==> config.mk <==
export PLATFORM = sky130hd
export DESIGN_NAME = checked_frame_parser_encoder_counts_flat
export DESIGN_NICKNAME = d
export VERILOG_FILES = /design/src/rtl/cfpe_pkg.sv /design/src/rtl/cfpe_if.sv /design/src/rtl/cfpe_front.sv /design/src/rtl/cfpe_queue.sv /design/src/rtl/cfpe_back.sv /design/src/rtl/checked_frame_parser_encoder_counts.sv /design/src/flat_wrapper.sv
export SDC_FILE = /design/constraint.sdc
export NUM_CORES = 1
export LEC_CHECK = 0
export BUFFER_PORTS_ARGS = -buffer_cell sky130_fd_sc_hd__clkbuf_2
export CAP_MARGIN = 25
export CORE_ASPECT_RATIO = 1.2
export CORE_MARGIN = 2
export CORE_UTILIZATION = 55
export DETAILED_ROUTE_END_ITERATION = 7
export GPL_TIMING_DRIVEN = 0
export PLACE_DENSITY = 0.77
export SYNTH_ARGS = -nofsm -noshare
export SYNTH_HDL_FRONTEND = slang
export SYNTH_HIERARCHICAL = 1
export SYNTH_SLANG_ARGS = --single-unit
==> constraint.sdc <==
create_clock -name clk_i -period 5.9 [get_ports clk_i]
set_clock_uncertainty 0.1 [all_clocks]
set_input_delay 0 -clock clk_i [delete_from_list [all_inputs] [get_ports clk_i]]
set_output_delay 0 -clock clk_i [all_outputs]
set_load 0.02 [all_outputs]
==> src/rtl/cfpe_pkg.sv <==
package cfpe_pkg;

  localparam logic [7:0] FRAME_HEADER = 8'hAA;
  localparam logic [7:0] MIN_ENC_LEN  = 8'd4;

  localparam int unsigned CFG_IDX_W = 8;
  localparam logic [CFG_IDX_W-1:0] CFG_HOST_ADDRESS    = 8'd0;
  localparam logic [CFG_IDX_W-1:0] CFG_ENCODER_COMMAND = 8'd1;

  localparam logic [7:0] HOST_ADDRESS_RST    = 8'd2;
  localparam logic [7:0] ENCODER_COMMAND_RST = 8'd161;

  typedef enum logic [2:0] {
    PH_HUNT,
    PH_SOURCE,
    PH_DEST,
    PH_COMMAND,
    PH_LENGTH,
    PH_PAYLOAD,
    PH_SUM_CHECK,
    PH_ADD_CHECK
  } phase_e;

  typedef enum logic [2:0] {
    ST_ACCEPTED   = 3'd0,
    ST_CHECK_FAIL = 3'd1,
    ST_WRONG_DEST = 3'd2,
    ST_OTHER_CMD  = 3'd3,
    ST_SHORT      = 3'd4
  } status_e;

  typedef struct packed {
    logic            sum_ok;
    logic [7:0]      source;
    logic [7:0]      dest;
    logic [7:0]      command;
    logic [7:0]      length;
    logic [3:0][7:0] payload;
  } frame_rec_t;

  typedef struct packed {
    logic [7:0] host_address;
    logic [7:0] encoder_command;
  } cfg_t;

endpackage

==> src/rtl/cfpe_if.sv <==
interface cfpe_rx_if;
  logic       valid;
  logic       ready;
  logic [7:0] rx_byte;

  modport source (output valid, output rx_byte, input ready);
  modport sink (input valid, input rx_byte, output ready);
endinterface

interface cfpe_cfg_if;
  logic       valid;
  logic       ready;
  logic [7:0] index;
  logic [7:0] data;

  modport source (output valid, output index, output data, input ready);
  modport sink (input valid, input index, input data, output ready);
endinterface

interface cfpe_res_if;
  logic               valid;
  logic               ready;
  logic [2:0]         status;
  logic [7:0]         source_address;
  logic [7:0]         command_code;
  logic [7:0]         payload_length;
  logic signed [15:0] left_count;
  logic signed [15:0] right_count;

  modport source (output valid, output status, output source_address, output command_code,
                  output payload_length, output left_count, output right_count,
                  input ready);
  modport sink (input valid, input status, input source_address, input command_code,
                input payload_length, input left_count, input right_count,
                output ready);
endinterface

==> src/rtl/cfpe_front.sv <==
module cfpe_front (
  input  logic                  clk_i,
  input  logic                  rst_ni,
  cfpe_rx_if.sink               rx_i,
  input  logic                  q_full_i,
  output logic                  q_push_o,
  output cfpe_pkg::frame_rec_t  q_rec_o
);
  import cfpe_pkg::*;

  phase_e          phase_q, phase_d;
  logic [7:0]      cnt_q, cnt_d;
  logic [7:0]      len_q, len_d;
  logic [7:0]      src_q, src_d;
  logic [7:0]      dst_q, dst_d;
  logic [7:0]      cmd_q, cmd_d;
  logic [7:0]      sum_q, sum_d;
  logic [7:0]      sos_q, sos_d;
  logic [7:0]      chk_q, chk_d;
  logic [3:0][7:0] pay_q, pay_d;

  logic       acc;
  logic [7:0] b;
  logic [7:0] sum_add;
  logic [7:0] sos_add;
  logic [7:0] cnt_inc;

  always_ff @(posedge clk_i or negedge rst_ni) begin
    if (!rst_ni) begin
      phase_q <= PH_HUNT;
      cnt_q   <= '0;
      len_q   <= '0;
      src_q   <= '0;
      dst_q   <= '0;
      cmd_q   <= '0;
      sum_q   <= '0;
      sos_q   <= '0;
      chk_q   <= '0;
      pay_q   <= '0;
    end else begin
      phase_q <= phase_d;
      cnt_q   <= cnt_d;
      len_q   <= len_d;
      src_q   <= src_d;
      dst_q   <= dst_d;
      cmd_q   <= cmd_d;
      sum_q   <= sum_d;
      sos_q   <= sos_d;
      chk_q   <= chk_d;
      pay_q   <= pay_d;
    end
  end

  assign rx_i.ready = (phase_q != PH_ADD_CHECK) || !q_full_i;
  assign acc        = rx_i.valid && rx_i.ready;
  assign b          = rx_i.rx_byte;
  assign sum_add    = sum_q + b;
  assign sos_add    = sos_q + sum_add;
  assign cnt_inc    = cnt_q + 8'd1;

  always_comb begin
    phase_d  = phase_q;
    cnt_d    = cnt_q;
    len_d    = len_q;
    src_d    = src_q;
    dst_d    = dst_q;
    cmd_d    = cmd_q;
    sum_d    = sum_q;
    sos_d    = sos_q;
    chk_d    = chk_q;
    pay_d    = pay_q;
    q_push_o = 1'b0;
    if (acc) begin
      case (phase_q)
        PH_HUNT: begin
          if (b == FRAME_HEADER) begin
            sum_d   = FRAME_HEADER;
            sos_d   = FRAME_HEADER;
            cnt_d   = '0;
            phase_d = PH_SOURCE;
          end
        end
        PH_SOURCE: begin
          src_d   = b;
          sum_d   = sum_add;
          sos_d   = sos_add;
          phase_d = PH_DEST;
        end
        PH_DEST: begin
          dst_d   = b;
          sum_d   = sum_add;
          sos_d   = sos_add;
          phase_d = PH_COMMAND;
        end
        PH_COMMAND: begin
          cmd_d   = b;
          sum_d   = sum_add;
          sos_d   = sos_add;
          phase_d = PH_LENGTH;
        end
        PH_LENGTH: begin
          len_d   = b;
          sum_d   = sum_add;
          sos_d   = sos_add;
          cnt_d   = '0;
          phase_d = (b == 8'd0) ? PH_SUM_CHECK : PH_PAYLOAD;
        end
        PH_PAYLOAD: begin
          sum_d = sum_add;
          sos_d = sos_add;
          if (cnt_q < MIN_ENC_LEN) begin
            pay_d[cnt_q[1:0]] = b;
          end
          if (cnt_inc >= len_q) begin
            cnt_d   = '0;
            phase_d = PH_SUM_CHECK;
          end else begin
            cnt_d = cnt_inc;
          end
        end
        PH_SUM_CHECK: begin
          chk_d   = b;
          phase_d = PH_ADD_CHECK;
        end
        PH_ADD_CHECK: begin
          q_push_o = 1'b1;
          cnt_d    = '0;
          phase_d  = PH_HUNT;
        end
        default: begin
          phase_d = PH_HUNT;
        end
      endcase
    end
  end

  always_comb begin
    q_rec_o.sum_ok  = (chk_q == sum_q) && (b == sos_q);
    q_rec_o.source  = src_q;
    q_rec_o.dest    = dst_q;
    q_rec_o.command = cmd_q;
    q_rec_o.length  = len_q;
    q_rec_o.payload = pay_q;
  end

endmodule

==> src/rtl/cfpe_queue.sv <==
module cfpe_queue #(
  parameter int unsigned DEPTH = 2
) (
  input  logic                  clk_i,
  input  logic                  rst_ni,
  input  logic                  push_i,
  input  cfpe_pkg::frame_rec_t  rec_i,
  output logic                  full_o,
  input  logic                  pop_i,
  output logic                  empty_o,
  output cfpe_pkg::frame_rec_t  rec_o
);
  import cfpe_pkg::*;

  localparam int unsigned PTR_W = (DEPTH > 1) ? $clog2(DEPTH) : 1;
  localparam int unsigned CNT_W = $clog2(DEPTH + 1);
  localparam logic [PTR_W-1:0] LAST = PTR_W'(DEPTH - 1);

  frame_rec_t       mem_q [DEPTH];
  logic [PTR_W-1:0] wr_q, wr_d;
  logic [PTR_W-1:0] rd_q, rd_d;
  logic [CNT_W-1:0] cnt_q, cnt_d;
  logic             do_push;
  logic             do_pop;

  assign full_o  = (cnt_q == CNT_W'(DEPTH));
  assign empty_o = (cnt_q == '0);
  assign do_push = push_i && !full_o;
  assign do_pop  = pop_i && !empty_o;
  assign rec_o   = mem_q[rd_q];

  always_comb begin
    wr_d  = wr_q;
    rd_d  = rd_q;
    cnt_d = cnt_q;
    if (do_push) begin
      wr_d = (wr_q == LAST) ? '0 : wr_q + PTR_W'(1);
    end
    if (do_pop) begin
      rd_d = (rd_q == LAST) ? '0 : rd_q + PTR_W'(1);
    end
    if (do_push && !do_pop) begin
      cnt_d = cnt_q + CNT_W'(1);
    end else if (do_pop && !do_push) begin
      cnt_d = cnt_q - CNT_W'(1);
    end
  end

  always_ff @(posedge clk_i or negedge rst_ni) begin
    if (!rst_ni) begin
      wr_q  <= '0;
      rd_q  <= '0;
      cnt_q <= '0;
    end else begin
      wr_q  <= wr_d;
      rd_q  <= rd_d;
      cnt_q <= cnt_d;
    end
  end

  always_ff @(posedge clk_i) begin
    if (do_push) begin
      mem_q[wr_q] <= rec_i;
    end
  end

endmodule

==> src/rtl/cfpe_back.sv <==
module cfpe_back (
  input  logic                  clk_i,
  input  logic                  rst_ni,
  input  cfpe_pkg::cfg_t        cfg_i,
  input  logic                  q_empty_i,
  input  cfpe_pkg::frame_rec_t  q_rec_i,
  output logic                  q_pop_o,
  cfpe_res_if.source            res_o
);
  import cfpe_pkg::*;

  logic        valid_q, valid_d;
  status_e     st_q, st_d;
  logic [7:0]  src_q, src_d;
  logic [7:0]  cmd_q, cmd_d;
  logic [7:0]  len_q, len_d;
  logic [15:0] left_q, left_d;
  logic [15:0] right_q, right_d;
  status_e     status;

  always_comb begin
    if (!q_rec_i.sum_ok) begin
      status = ST_CHECK_FAIL;
    end else if (q_rec_i.dest != cfg_i.host_address) begin
      status = ST_WRONG_DEST;
    end else if (q_rec_i.command != cfg_i.encoder_command) begin
      status = ST_OTHER_CMD;
    end else if (q_rec_i.length < MIN_ENC_LEN) begin
      status = ST_SHORT;
    end else begin
      status = ST_ACCEPTED;
    end
  end

  assign q_pop_o = !q_empty_i && (!valid_q || res_o.ready);

  always_comb begin
    valid_d = valid_q;
    st_d    = st_q;
    src_d   = src_q;
    cmd_d   = cmd_q;
    len_d   = len_q;
    left_d  = left_q;
    right_d = right_q;
    if (q_pop_o) begin
      valid_d = 1'b1;
      st_d    = status;
      src_d   = q_rec_i.source;
      cmd_d   = q_rec_i.command;
      len_d   = q_rec_i.length;
      if (status == ST_ACCEPTED) begin
        left_d  = {q_rec_i.payload[0], q_rec_i.payload[1]};
        right_d = {q_rec_i.payload[2], q_rec_i.payload[3]};
      end
    end else if (res_o.ready) begin
      valid_d = 1'b0;
    end
  end

  always_ff @(posedge clk_i or negedge rst_ni) begin
    if (!rst_ni) begin
      valid_q <= 1'b0;
      left_q  <= '0;
      right_q <= '0;
    end else begin
      valid_q <= valid_d;
      left_q  <= left_d;
      right_q <= right_d;
    end
  end

  always_ff @(posedge clk_i) begin
    st_q  <= st_d;
    src_q <= src_d;
    cmd_q <= cmd_d;
    len_q <= len_d;
  end

  assign res_o.valid          = valid_q;
  assign res_o.status         = 3'(st_q);
  assign res_o.source_address = src_q;
  assign res_o.command_code   = cmd_q;
  assign res_o.payload_length = len_q;
  assign res_o.left_count     = signed'(left_q);
  assign res_o.right_count    = signed'(right_q);

endmodule

==> src/rtl/checked_frame_parser_encoder_counts.sv <==
// Serial frame parser for encoder count reports. Received bytes enter on rx_i, one per
// transaction, and the block takes one byte every cycle except while the second check byte
// is held off by a full queue. It hunts for the 0xAA header, then reads source, destination,
// command, length, payload and two check bytes (8-bit sum and sum of sums over header
// through payload). After the second check byte the frame goes through the QUEUE_DEPTH-entry
// queue and the output register of the result stage, and one result leaves on res_o with a
// status (0 counts accepted, 1 check mismatch, 2 wrong destination, 3 other command, 4 short
// payload) and the held left/right counts, which update from payload bytes 0..3 (big-endian,
// signed) only on an accepted frame. The result stage drains one frame a cycle into that
// register while it is empty or res_o is ready. host_address and encoder_command are to be
// written on cfg_i (index 0 and 1) only while the block is idle; the block does not enforce
// this. Other indices are ignored.
module checked_frame_parser_encoder_counts #(
  parameter int unsigned QUEUE_DEPTH = 2
) (
  input  logic       clk_i,
  input  logic       rst_ni,
  cfpe_rx_if.sink    rx_i,
  cfpe_cfg_if.sink   cfg_i,
  cfpe_res_if.source res_o
);
  import cfpe_pkg::*;

  cfg_t       cfg_q, cfg_d;
  logic       q_full;
  logic       q_empty;
  logic       q_push;
  logic       q_pop;
  frame_rec_t push_rec;
  frame_rec_t pop_rec;

  assign cfg_i.ready = 1'b1;

  always_comb begin
    cfg_d = cfg_q;
    if (cfg_i.valid) begin
      case (cfg_i.index)
        CFG_HOST_ADDRESS:    cfg_d.host_address    = cfg_i.data;
        CFG_ENCODER_COMMAND: cfg_d.encoder_command = cfg_i.data;
        default: ;
      endcase
    end
  end

  always_ff @(posedge clk_i or negedge rst_ni) begin
    if (!rst_ni) begin
      cfg_q.host_address    <= HOST_ADDRESS_RST;
      cfg_q.encoder_command <= ENCODER_COMMAND_RST;
    end else begin
      cfg_q <= cfg_d;
    end
  end

  cfpe_front u_front (
    .clk_i    (clk_i),
    .rst_ni   (rst_ni),
    .rx_i     (rx_i),
    .q_full_i (q_full),
    .q_push_o (q_push),
    .q_rec_o  (push_rec)
  );

  cfpe_queue #(
    .DEPTH (QUEUE_DEPTH)
  ) u_queue (
    .clk_i   (clk_i),
    .rst_ni  (rst_ni),
    .push_i  (q_push),
    .rec_i   (push_rec),
    .full_o  (q_full),
    .pop_i   (q_pop),
    .empty_o (q_empty),
    .rec_o   (pop_rec)
  );

  cfpe_back u_back (
    .clk_i     (clk_i),
    .rst_ni    (rst_ni),
    .cfg_i     (cfg_q),
    .q_empty_i (q_empty),
    .q_rec_i   (pop_rec),
    .q_pop_o   (q_pop),
    .res_o     (res_o)
  );

endmodule
==> src/flat_wrapper.sv <==
// flat-port wrapper written by rule: the top's interface ports become plain ports
module checked_frame_parser_encoder_counts_flat import cfpe_pkg::*;
#(
  parameter int unsigned QUEUE_DEPTH = 2
)
  (clk_i, rst_ni, rx_i_valid, rx_i_rx_byte, rx_i_ready, cfg_i_valid, cfg_i_index, cfg_i_data, cfg_i_ready, res_o_valid, res_o_status, res_o_source_address, res_o_command_code, res_o_payload_length, res_o_left_count, res_o_right_count, res_o_ready);
  cfpe_rx_if rx_i_i ();
  cfpe_cfg_if cfg_i_i ();
  cfpe_res_if res_o_i ();
  input  logic clk_i;
  input  logic rst_ni;
  input wire logic [$bits(rx_i_i.valid)-1:0] rx_i_valid;
  input wire logic [$bits(rx_i_i.rx_byte)-1:0] rx_i_rx_byte;
  output wire logic [$bits(rx_i_i.ready)-1:0] rx_i_ready;
  input wire logic [$bits(cfg_i_i.valid)-1:0] cfg_i_valid;
  input wire logic [$bits(cfg_i_i.index)-1:0] cfg_i_index;
  input wire logic [$bits(cfg_i_i.data)-1:0] cfg_i_data;
  output wire logic [$bits(cfg_i_i.ready)-1:0] cfg_i_ready;
  output wire logic [$bits(res_o_i.valid)-1:0] res_o_valid;
  output wire logic [$bits(res_o_i.status)-1:0] res_o_status;
  output wire logic [$bits(res_o_i.source_address)-1:0] res_o_source_address;
  output wire logic [$bits(res_o_i.command_code)-1:0] res_o_command_code;
  output wire logic [$bits(res_o_i.payload_length)-1:0] res_o_payload_length;
  output wire logic [$bits(res_o_i.left_count)-1:0] res_o_left_count;
  output wire logic [$bits(res_o_i.right_count)-1:0] res_o_right_count;
  input wire logic [$bits(res_o_i.ready)-1:0] res_o_ready;
  assign rx_i_i.valid = rx_i_valid;
  assign rx_i_i.rx_byte = rx_i_rx_byte;
  assign rx_i_ready = rx_i_i.ready;
  assign cfg_i_i.valid = cfg_i_valid;
  assign cfg_i_i.index = cfg_i_index;
  assign cfg_i_i.data = cfg_i_data;
  assign cfg_i_ready = cfg_i_i.ready;
  assign res_o_valid = res_o_i.valid;
  assign res_o_status = res_o_i.status;
  assign res_o_source_address = res_o_i.source_address;
  assign res_o_command_code = res_o_i.command_code;
  assign res_o_payload_length = res_o_i.payload_length;
  assign res_o_left_count = res_o_i.left_count;
  assign res_o_right_count = res_o_i.right_count;
  assign res_o_i.ready = res_o_ready;
  checked_frame_parser_encoder_counts #(.QUEUE_DEPTH(QUEUE_DEPTH)) u_core (.clk_i(clk_i), .rst_ni(rst_ni), .rx_i(rx_i_i), .cfg_i(cfg_i_i), .res_o(res_o_i));
endmodule
==> metrics.txt, run 1 <==
synth-to-layout area growth 17.17%; antenna violations before repair 0; Clk pin slew, worst setup/hold paths ~0.07 ns; Clock Power Share between 20% and 30%; Worst-Skew Late Latency approximately 0.55 ns; die area 24970 um^2; Slew @ Worst Pin between 1 and 1.5 ns; status finished clean; Final Hold Viols 0; Mapped Area 13050 um^2; reg2reg end u_core/u_front/sos_q[7]$_DFFE_PN0P_; sw frac between 30% and 40%; critical path launch point u_core/u_front/sum_q[0]$_DFFE_PN0P_; r2r worst-path depth 14; total of warnings raised by yosys 6; delay-heaviest family, CP compound AO/OA/AOI/OAI gates; Port Buf Inserts 88; Crit path largest cell delay between 0.4 and 0.5 ns; Max Freq around 0.28 GHz; setup TNS 0 ns; Root Buffer clkbuf_16; RSZ-0062 raised after global routing no; Tmin final 3.603 ns; top cells by area, synth edfxtp_1, dfrtp_1, mux2_4; CP Data Required Time around 6.2 ns; Switching Power about 0.0022 W; DR vias between 7000 and 8000; Yosys reg bits approximately 310; Slowest cell on crit path fa_1; Post-synth EDFFs 157; Arr. time, crit path 3.94 ns; Clock Path Buffers 3; R2R setup slack around 2.3 ns; Synth area leader edfxtp_1; Period Utilization, post-route slightly above 60%; Setup crit end u_core/u_front/sos_q[7]$_DFFE_PN0P_; # fillers around 1600; post_cts resized 0; vias in the first global route about 7600; DRT Pass-1 Iters 5; crit path cell chain ha_1 > fa_1 > a21o_1 > a21oi_1 > o21bai_1 > a21oi_1 > xnor2_1 > ha_1 > a21o_1 > a31o_2 > a21oi_1 > xor2_1 > a21oi_1 > o22a_1; slew margin rel. between 30% and 40%; Flop pwr share between 40% and 50%; clk sinks between 300 and 400; Synth cell types 56; Worst setup EP type register; core area 23200 um^2; drt drc 0; fin nets around 1000; Crit path depth 14; power density over the cells 475.2 nW/um^2; fraction of registers with async set/reset about half; fin. max-slew vios 0; first-pass GRT wire length about 40000 um; cell count after synthesis roughly 810; Worst path most repeated cell a21oi_1; vias per inst around 5.5; WL/cell approximately 20 um; ys flop type edfxtp_1; H-tree levels 1; Die X between 100 and 150 um; cts bufs inserted 29; Initial Utilization approximately 56%; ant diodes 0; largest net degree at the start of global routing 82; Ports 91; Setup violations, final 0; number of max-cap violations 0; peak supply drop around 0.39 mV; syn_area_per_cell approximately 16 um^2; Internal Power between 0.005 and 0.006 W; Worst setup SP type register; GRT Overall Usage a little over a fifth; grt ovf 0; hold_ws roughly 0.0058 ns; WP buf/inv 0; Routed Antenna Nets 0; top-area cell type share of the netlist area about 36%; crit path max fanout 4; routability cong. 0.8439; Leakage ~6.5 nW; die height between 150 and 200 um; WL final about 26000 um; RR Startpoint u_core/u_front/sum_q[0]$_DFFE_PN0P_; post-DP HPWL between 15000 and 20000 um; number of DRC markers in iteration 0 between 400 and 500; Worst Hold Class in2reg; Rows 61; ratio of cells with drive above 1 in the final layout a little over a third; sequential-to-total area share from yosys stat between 60% and 70%; syn nets 870; Comb power frac 30.6%; CTS tree yes; critical path class reg2reg
## through the flow
stage / instances / area (um^2) / utilization [%] / setup WS (ns) / total power [W]
after detailed placement: 1220 / 14040 / 60.52 / 2.384 / 0.005433
after floorplan: 812 / 13050 / - / 1.515 / 0.004822
after global placement: 1215 / 13880 / 59.82 / -0.2975 / 0.005294
after CTS: 1301 / 15280 / 65.88 / 2.372 / 0.007306
final: 1301 / 15280 / 65.88 / 2.297 / 0.007263
after global routing: 1301 / 15280 / 65.88 / 2.056 / 0.007646
## cells in the mapped netlist, types with 2 or more instances
library cell	count
o22ai_1	2
fa_1	2
nor4_1	5
xor2_1	11
inv_1	23
nand4_1	13
o21ai_1	7
o21ai_0	16
clkbuf_1	15
or4_1	2
dfrtp_1	148
buf_6	9
dfstp_2	4
a21o_1	5
buf_2	4
o22a_1	7
edfxtp_1	157
or3_1	2
a211oi_1	2
nor3_1	5
and3_1	3
a22o_1	5
nand3_1	9
mux2_1	5
nor2_1	15
a21oi_1	18
mux2_4	78
ha_1	27
o21bai_1	2
xnor2_1	43
o211ai_1	4
nand2_1	42
mux2_2	95
a31oi_1	2
nand2b_1	4
## repair_timing
action                     in CTS  in global routing
hold endpoints to repair      183                  0
hold buffers                   27                  0
setup endpoints to repair       0                  0
setup buffers                   0                  0
## worst reg2reg max path: cells and delay by family (launching register included)
family | cells | cell delay, ns
xor gates and xnor gates | 2 | 0.41
adders and majority gates | 3 | 1.00
AOI/OAI and AO/OA | 9 | 1.58
DFF | 1 | 0.41
## registers in the layout (all words and copies together) (netlist names), 16 cells and up
| signal | flops |
|---|---|
| u_core/cfg_q | 16 |
| u_core/u_back/res_o.left_count | 16 |
| u_core/u_back/res_o.right_count | 16 |
| u_core/u_front/q_rec_o | 32 |
| u_core/u_queue/mem_q | 130 |
## worst min path at each step
| stage | endpoint | cells after the start | slack [ns] | start |
|---|---|---|---|---|
| after floorplan | u_core/cfg_q[10]$_DFFE_PN0P_ | 0 | -0.40 | rst_ni |
| after global placement | u_core/u_back/res_o.valid$_DFFE_PN0P_ | 2 | 0.11 | res_o_ready |
| after detailed placement | u_core/u_front/q_rec_o[18]$_DFFE_PN0P_ | 1 | -0.04 | rst_ni |
| after CTS | u_core/u_front/sum_q[5]$_DFFE_PN0P_ | 4 | 0.02 | rx_i_rx_byte[5] |
| after global routing | u_core/u_front/sum_q[5]$_DFFE_PN0P_ | 4 | 0.06 | rx_i_rx_byte[5] |
| final | u_core/u_front/sum_q[5]$_DFFE_PN0P_ | 4 | 0.006 | rx_i_rx_byte[5] |
## final cells by class
| type | count | area [um^2] | share of cell area (%) |
|---|---|---|---|
| sequential | 309 | 8523 | 55.76 |
| clock inverter | 8 | 93.84 | 0.6139 |
| timing repair buffer | 120 | 867.1 | 5.673 |
| multi-input combinational | 451 | 4274 | 27.96 |
| tap | 315 | 394.1 | 2.579 |
| inverter | 23 | 86.33 | 0.5648 |
| clock buffer | 46 | 860.8 | 5.632 |
| buffer | 29 | 185.2 | 1.212 |
## power by group through the flow
stage / registers [W] / logic [W] / clock network, W
2_1_floorplan: 0.00324 / 0.00158 / 0
3_3_place_gp: 0.00320 / 0.00209 / 0
3_5_place_dp: 0.00323 / 0.00220 / 0
4_1_cts: 0.00319 / 0.00224 / 0.00188
5_1_grt: 0.00324 / 0.00243 / 0.00197
6_report: 0.00319 / 0.00222 / 0.00185
## placed cells by master, fill, tap and decap left out, types with 5 or more instances in the layout
cell type and count:
dlygate4sd3_1 26, o21ai_1 7, a21oi_1 17, mux2_4 78, inv_1 23, clkbuf_2 87
buf_6 9, mux2_1 5, buf_16 5, clkinv_2 5, mux2_2 95, xnor2_1 43
clkbuf_8 6, o21ai_0 16, edfxtp_1 157, nand2_1 42, nand4_1 13, nor4_1 5
nor3_1 5, a21o_1 5, ha_1 27, clkbuf_16 30, a22o_1 5, xor2_1 11
clkbuf_1 26, nor2_1 14, dfrtp_1 148, nand3_1 9, o22a_1 7
## cells by family (layout without fill, tap and decap cells)
| family | count (synthesis) | count (layout) | synth area share (%) |
|---|---|---|---|
| flip-flops | 309 | 309 | 65.34 |
| multiplexers | 178 | 178 | 17.61 |
| AND/OR/NAND/NOR | 110 | 110 | 4.489 |
| AO/OA/AOI/OAI | 79 | 79 | 3.933 |
| XOR/XNOR | 54 | 54 | 3.626 |
| buffers and inverters | 52 | 226 | 2.081 |
| adder cells (fa/ha/maj) | 29 | 29 | 2.897 |
| other | 1 | 1 | 0.02875 |
## per-layer routing
metal	wire length [um]	track usage, %
met1	10570	26.77
met2	13420	37.72
met3	883	2.465
met4	812	6.958
met5	0	0
(Power assumes the default switching activity.)
==> inputs of run 2 (changes only) <==
- CORE_UTILIZATION: 55 -> 54
- PLACE_DENSITY: 0.77 -> 0.78
- clock period: 5.9 -> 3 ns (I/O delays scaled with it)
==> run 2 against run 1 <==
First-iteration DRC count grew 23%. Global-route usage shrank 0.59 points. Flip-flop and latch count did not move. Total power rose by 100%. Clock power rose by 92%. Utilization fell by 0.71 points. Largest power group unchanged. The run now ends with negative setup slack left.
==> metrics.txt, run 2 (same netlist as run 1, synthesis figures left out) <==
largest net degree at the start of global routing 105 (+28%); vias in the first global route 7557 (-1.1%); hold_sp cfg_i_index[7]; crit path max fanout 3 (-1); synth-to-layout area growth 18.97%; critical path class reg2reg; failing checks negative setup slack; Worst-Skew Late Latency 0.55 ns (about the same); slew margin rel. 30.86% (+0.67 points); Worst setup EP type register; Ports 91 (unchanged); RSZ-0062 raised after global routing yes; fin nets 1038 (+1.7%); ant diodes 0 (unchanged); Rows 62 (+1.6%); fin. max-slew vios 0 (unchanged); vias per inst 5.475 (-0.21%); # fillers 1637 (-0.49%); cts bufs inserted 28 (-3.4%); Tmin final 3.207 ns (-0.3955 ns); peak supply drop 0.8600 mV (+120%); Die X 145.9 um (+0.90%); max FFs per register 130 (unchanged); status complete, but fails checks; routability cong. 0.8518 (+0.94%); Arr. time, crit path 3.55 ns (-0.39 ns); ratio of cells with drive above 1 in the final layout 36.73% (+2.0 points); Initial Utilization 54.78% (-1.4 points); Max Freq 0.3118 GHz (+12%); Worst setup SP type register; power density over the cells 941.8 nW/um^2 (+98%); WL/cell 19.92 um (+0.87%); Top reg by flops u_core/u_queue/mem_q; number of max-cap violations 0 (unchanged); Leakage 6.596 nW (+1.6%); DRT Pass-1 Iters 5 (unchanged); RR Startpoint u_core/u_front/sum_q[0]$_DFFE_PN0P_; most common cell after layout, fill and taps aside edfxtp_1; Period Utilization, post-route 106.9% (+46 points); core area 23820 um^2 (+2.6%); H-tree levels 1 (unchanged); Port Buf Inserts 88 (unchanged); post-DP HPWL 16310 um (-1.1%); antenna violations before repair 0 (unchanged); CTS tree yes; first-pass GRT wire length 40990 um (+1.2%); WL final 26330 um (+2.5%); clk sinks 309 (unchanged); DR vias 7238 (+1.4%); Root Buffer clkbuf_16; Setup WS post-layout -0.2074 ns (-2.504 ns); number of DRC markers in iteration 0 607 (+23%); Setup violations, final 1 (+1); Slew @ Worst Pin 1.037 ns (-0.01003 ns); Clock Path Buffers 3 (unchanged); most frequent cells in the layout edfxtp_1, dfrtp_1, mux2_2, clkbuf_2, mux2_4; Worst Hold Class in2reg; Post-Place Setup Slack -0.3111 ns (-2.695 ns); CP Data Required Time 3.34 ns (-2.90 ns); critical path launch point u_core/u_front/sum_q[0]$_DFFE_PN0P_; grt ovf 0 (unchanged); die height 174.3 um (+0.90%); hold_ws 0.03315 ns (+0.02731 ns); Routed Antenna Nets 0 (unchanged); Final Hold Viols 0 (unchanged); drt drc 0 (unchanged); GRT Overall Usage 20.57% (-0.59 points); total power 0.01462 W (+100%); Clk pin slew, worst setup/hold paths 0.07 ns (about the same); die area 25420 um^2 (+1.8%)
## run 2: metal layers
layer / track usage (%) / routed length, um / vias up
li1: - / - / 3330
met1: 25.60 / 10420 / 3666
met2: 36.71 / 13900 / 189
met3: 2.808 / 1078 / 53
met4: 7.639 / 929 / 0
met5: 0 / 0 / -
## run 2: cell type report
type	count	area, um^2	area share [%]
Buffer	28	210.2	1.354
Clock buffer	39	773.2	4.982
Clock inverter	13	142.6	0.9191
Inverter	23	86.33	0.5563
Multi-Input combinational cell	452	4357	28.07
Sequential cell	309	8526	54.93
Tap cell	320	400.4	2.580
Timing Repair Buffer	138	1025	6.603
## run 2: worst paths after layout
kind | slack [ns] | cells past startpoint | to
max | -0.21 | 14 | u_core/u_front/sos_q[7]$_DFFE_PN0P_
min | 0.03 | 5 | u_core/cfg_q[2]$_DFFE_PN0P_
max reg2reg | -0.21 | 14 | u_core/u_front/sos_q[7]$_DFFE_PN0P_
min reg2reg | 0.36 | 0 | u_core/u_queue/mem_q[1][6]$_DFFE_PP_
max in group asynchronous | 1.81 | 4 | u_core/u_back/res_o.left_count[12]$_DFFE_PN0P_
min in group asynchronous | 0.44 | 4 | u_core/u_back/res_o.right_count[11]$_DFFE_PN0P_
## run 2: critical path, cell delays in order (launching register included)
cell      delay [ns]
dfrtp_1         0.41
ha_4            0.19
fa_2            0.34
a21o_1          0.19
a21oi_2         0.16
o21bai_1        0.10
a21oi_2         0.18
xnor2_2         0.16
ha_1            0.28
a21o_1          0.18
a31o_2          0.21
a21oi_2         0.12
xor2_1          0.20
a21oi_1         0.09
o22a_1          0.17
## run 2: per-stage QoR
step / instance area, um^2 / utilization, % / TNS [ns] / cells
4_1_cts: 15310 / 64.27 / -0.2380 / 1308
3_5_place_dp: 14050 / 59.01 / -0.5545 / 1225
6_report: 15520 / 65.17 / -0.2074 / 1322
2_1_floorplan: 13070 / - / -0.02722 / 812
3_3_place_gp: 13910 / 58.41 / -170.19 / 1220
5_1_grt: 15520 / 65.17 / -0.4733 / 1322
## run 2: what timing repair did
item	4_1_cts	5_1_grt
gates resized for setup	3	16
endpoints found under the hold margin	180	0
hold buffers	26	0
pin swaps	6	11
gates cloned	0	2
setup endpoints to repair	6	43
setup buffers	5	14
## run 2: where the power goes
part           internal [W]  switching, W
Clock               0.00206       0.00149
Combinational       0.00234       0.00247
Sequential          0.00568      0.000589
Total                0.0101       0.00454
==> inputs of run 3 (changes only) <==
- BUFFER_PORTS_ARGS: -buffer_cell sky130_fd_sc_hd__clkbuf_2 -> default
- CORE_UTILIZATION: 54 -> 55
- DONT_BUFFER_PORTS: default -> 1
- PLACE_DENSITY: 0.78 -> 0.76
==> run 3 against run 2 <==
The run ends with negative hold slack, negative setup slack left. Maximum frequency decreased by 0.98%. Total power up 3.9%. Critical path depth unchanged. Via count shrank 2.9%. Critical endpoint unchanged. Largest power group unchanged. Highest routed layer unchanged.
==> metrics.txt, run 3 (same netlist as run 1, synthesis figures left out) <==
Tmin final 3.239 ns (+0.03169 ns); ant diodes 0 (unchanged); max FFs per register 130 (unchanged); cts bufs inserted 30 (+7.1%); crit path max fanout 3 (unchanged); delay-heaviest family, CP compound AO/OA/AOI/OAI gates; status complete, but fails checks; Clock Path Buffers 3 (unchanged); Crit path largest cell delay 0.41 ns (about the same); post-DP HPWL 15800 um (-3.1%); RSZ-0062 raised after global routing yes; Arr. time, crit path 3.58 ns (+0.03 ns); largest net degree at the start of global routing 153 (+46%); ratio of cells with drive above 1 in the final layout 31.46% (-5.3 points); r2r worst-path depth 14 (unchanged); WL/cell 20.95 um (+5.2%); fin. max-slew vios 0 (unchanged); number of hold buffers added after cts 35 (+35%); fin nets 959 (-7.6%); number of max-cap violations 0 (unchanged); Clk pin slew, worst setup/hold paths 0.07 ns (about the same); antenna violations before repair 0 (unchanged); H-tree levels 1 (unchanged); WP buf/inv 0 (unchanged); Port Buf Inserts 0 (-100%); Top reg by flops u_core/u_queue/mem_q; Slowest cell on crit path dfrtp_1; grt ovf 0 (unchanged); Post-Place Setup Slack -0.3050 ns (+0.006079 ns); Final Hold Viols 152 (+152); die height 172.7 um (-0.89%); die area 24970 um^2 (-1.8%); Crit path depth 14 (unchanged); CP Data Required Time 3.34 ns (about the same); most common cell after layout, fill and taps aside edfxtp_1; most frequent cells in the layout edfxtp_1, dfrtp_1, mux2_2, mux2_4; first-pass GRT wire length 40850 um (-0.34%); CTS tree yes; Ports 91 (unchanged); Final Instance Area 15270 um^2 (-1.6%); Routed Antenna Nets 0 (unchanged); critical path class reg2reg; Max Freq 0.3087 GHz (-0.98%); Setup WS post-layout -0.2391 ns (-0.03169 ns); drt drc 0 (unchanged); routability cong. 0.8288 (-2.7%); power density over the cells 994.2 nW/um^2 (+5.6%); Leakage 6.323 nW (-4.1%); Rows 61 (-1.6%); dpl cell area 13580 um^2 (-3.4%); Initial Utilization 56.22% (+1.4 points); GRT Overall Usage 21.19% (+0.62 points); hold_ws -0.9485 ns (-0.9817 ns); Period Utilization, post-route 108.0% (+1.1 points); number of DRC markers in iteration 0 399 (-34%); vias in the first global route 7345 (-2.8%); Setup violations, final 1 (unchanged); synth-to-layout area growth 17.07%; vias per inst 5.666 (+3.5%); DR vias 7026 (-2.9%); peak supply drop 1.145 mV (+33%); slew margin rel. 32.25% (+1.4 points); DRT Pass-1 Iters 4 (-1); Root Buffer clkbuf_16; Worst setup SP type register; Slew @ Worst Pin 1.016 ns (-0.02074 ns); core area 23200 um^2 (-2.6%); # fillers 1577 (-3.7%); Die X 144.6 um (-0.89%); clk sinks 309 (unchanged); Worst Hold Class in2async; Worst-Skew Late Latency 0.55 ns (about the same); crit path cell chain ha_4 > fa_2 > a21o_1 > a21oi_2 > o21bai_1 > a21oi_2 > xnor2_2 > ha_1 > a21o_1 > a31o_2 > a21oi_4 > xor2_2 > a21oi_1 > o22a_1; failing checks negative hold slack, negative setup slack; Worst setup EP type register; WL final 25970 um (-1.4%)
==> run 3: cell types whose count changed in the layout (fill, tap and decap cells not counted), sizes merged <==
cell and delta:
clkbuf -92, dlygate4sd3 +10, bufinv +5, buf -2, clkinvlp +2, inv +2, clkinv -1, o21ai -1
==> run 3: worst register-to-register path, cell delays in order (launching register included) <==
cell	delay, ns
dfrtp_1	0.41
ha_4	0.18
fa_2	0.35
a21o_1	0.17
a21oi_2	0.17
o21bai_1	0.14
a21oi_2	0.18
xnor2_2	0.09
ha_1	0.34
a21o_1	0.18
a31o_2	0.23
a21oi_4	0.16
xor2_2	0.19
a21oi_1	0.09
o22a_1	0.17
==> run 3: report_power, final <==
| part | internal (W) | switching, W | total [W] |
|---|---|---|---|
| Sequential | 0.00569 | 0.000798 | 0.00649 |
| Combinational | 0.00228 | 0.00218 | 0.00446 |
| Clock | 0.00263 | 0.00161 | 0.00424 |
==> run 3: worst paths after layout <==
path,startpoint,end,slack [ns]
worst max register to register,u_core/u_front/sum_q[0]$_DFFE_PN0P_,u_core/u_front/sos_q[7]$_DFFE_PN0P_,-0.24
worst min-delay path,rst_ni,u_core/u_back/res_o.right_count[10]$_DFFE_PN0P_,-0.95
max in group asynchronous,rst_ni,u_core/cfg_q[9]$_DFFE_PN1P_,3.42
min in group clk_i,res_o_ready,u_core/u_back/res_o.valid$_DFFE_PN0P_,0.04
worst min register to register,u_core/u_front/q_rec_o[5]$_DFFE_PN0P_,u_core/u_queue/mem_q[1][5]$_DFFE_PP_,0.36
worst max-delay path,u_core/u_front/sum_q[0]$_DFFE_PN0P_,u_core/u_front/sos_q[7]$_DFFE_PN0P_,-0.24
==> run 3: layer usage <==
metal	up-vias	routed length, um	track usage [%]
li1	3163	-	-
met2	202	13310	36.35
met4	0	679	6.311
met1	3614	10770	27.90
met5	-	0	0
met3	47	1208	3.295
==> run 3: final cells by class <==
cell class                      instances  area, um^2  share of cell area [%]
Tap cell                              315       394.1                   2.581
Clock buffer                           35       810.8                   5.309
Timing Repair Buffer                   59       613.1                   4.014
Buffer                                 27       178.9                   1.172
Clock inverter                         21       326.6                   2.138
Sequential cell                       309        8527                   55.83
Multi-Input combinational cell        451        4335                   28.39
Inverter                               23       86.33                  0.5653
==> run 3: timing repair <==
action                                  in CTS  in global routing
endpoints found under the setup margin       6                 68
resized for setup                            2                 10
gates cloned                                 0                  0
setup buffers                                6                 14
pin swaps                                    5                 11
endpoints found under the hold margin      216                152
==> run 3: through the flow <==
step	utilization [%]	total power (W)	setup TNS (ns)	instances
floorplan	-	0.009505	-0.02722	812
global placement	58.03	0.01022	-20.30	1127
detailed placement	58.52	0.01051	-0.3627	1131
CTS	65.20	0.01502	-0.2305	1228
global route	65.82	0.01597	-0.3684	1240
finish	65.82	0.01518	-0.2391	1240
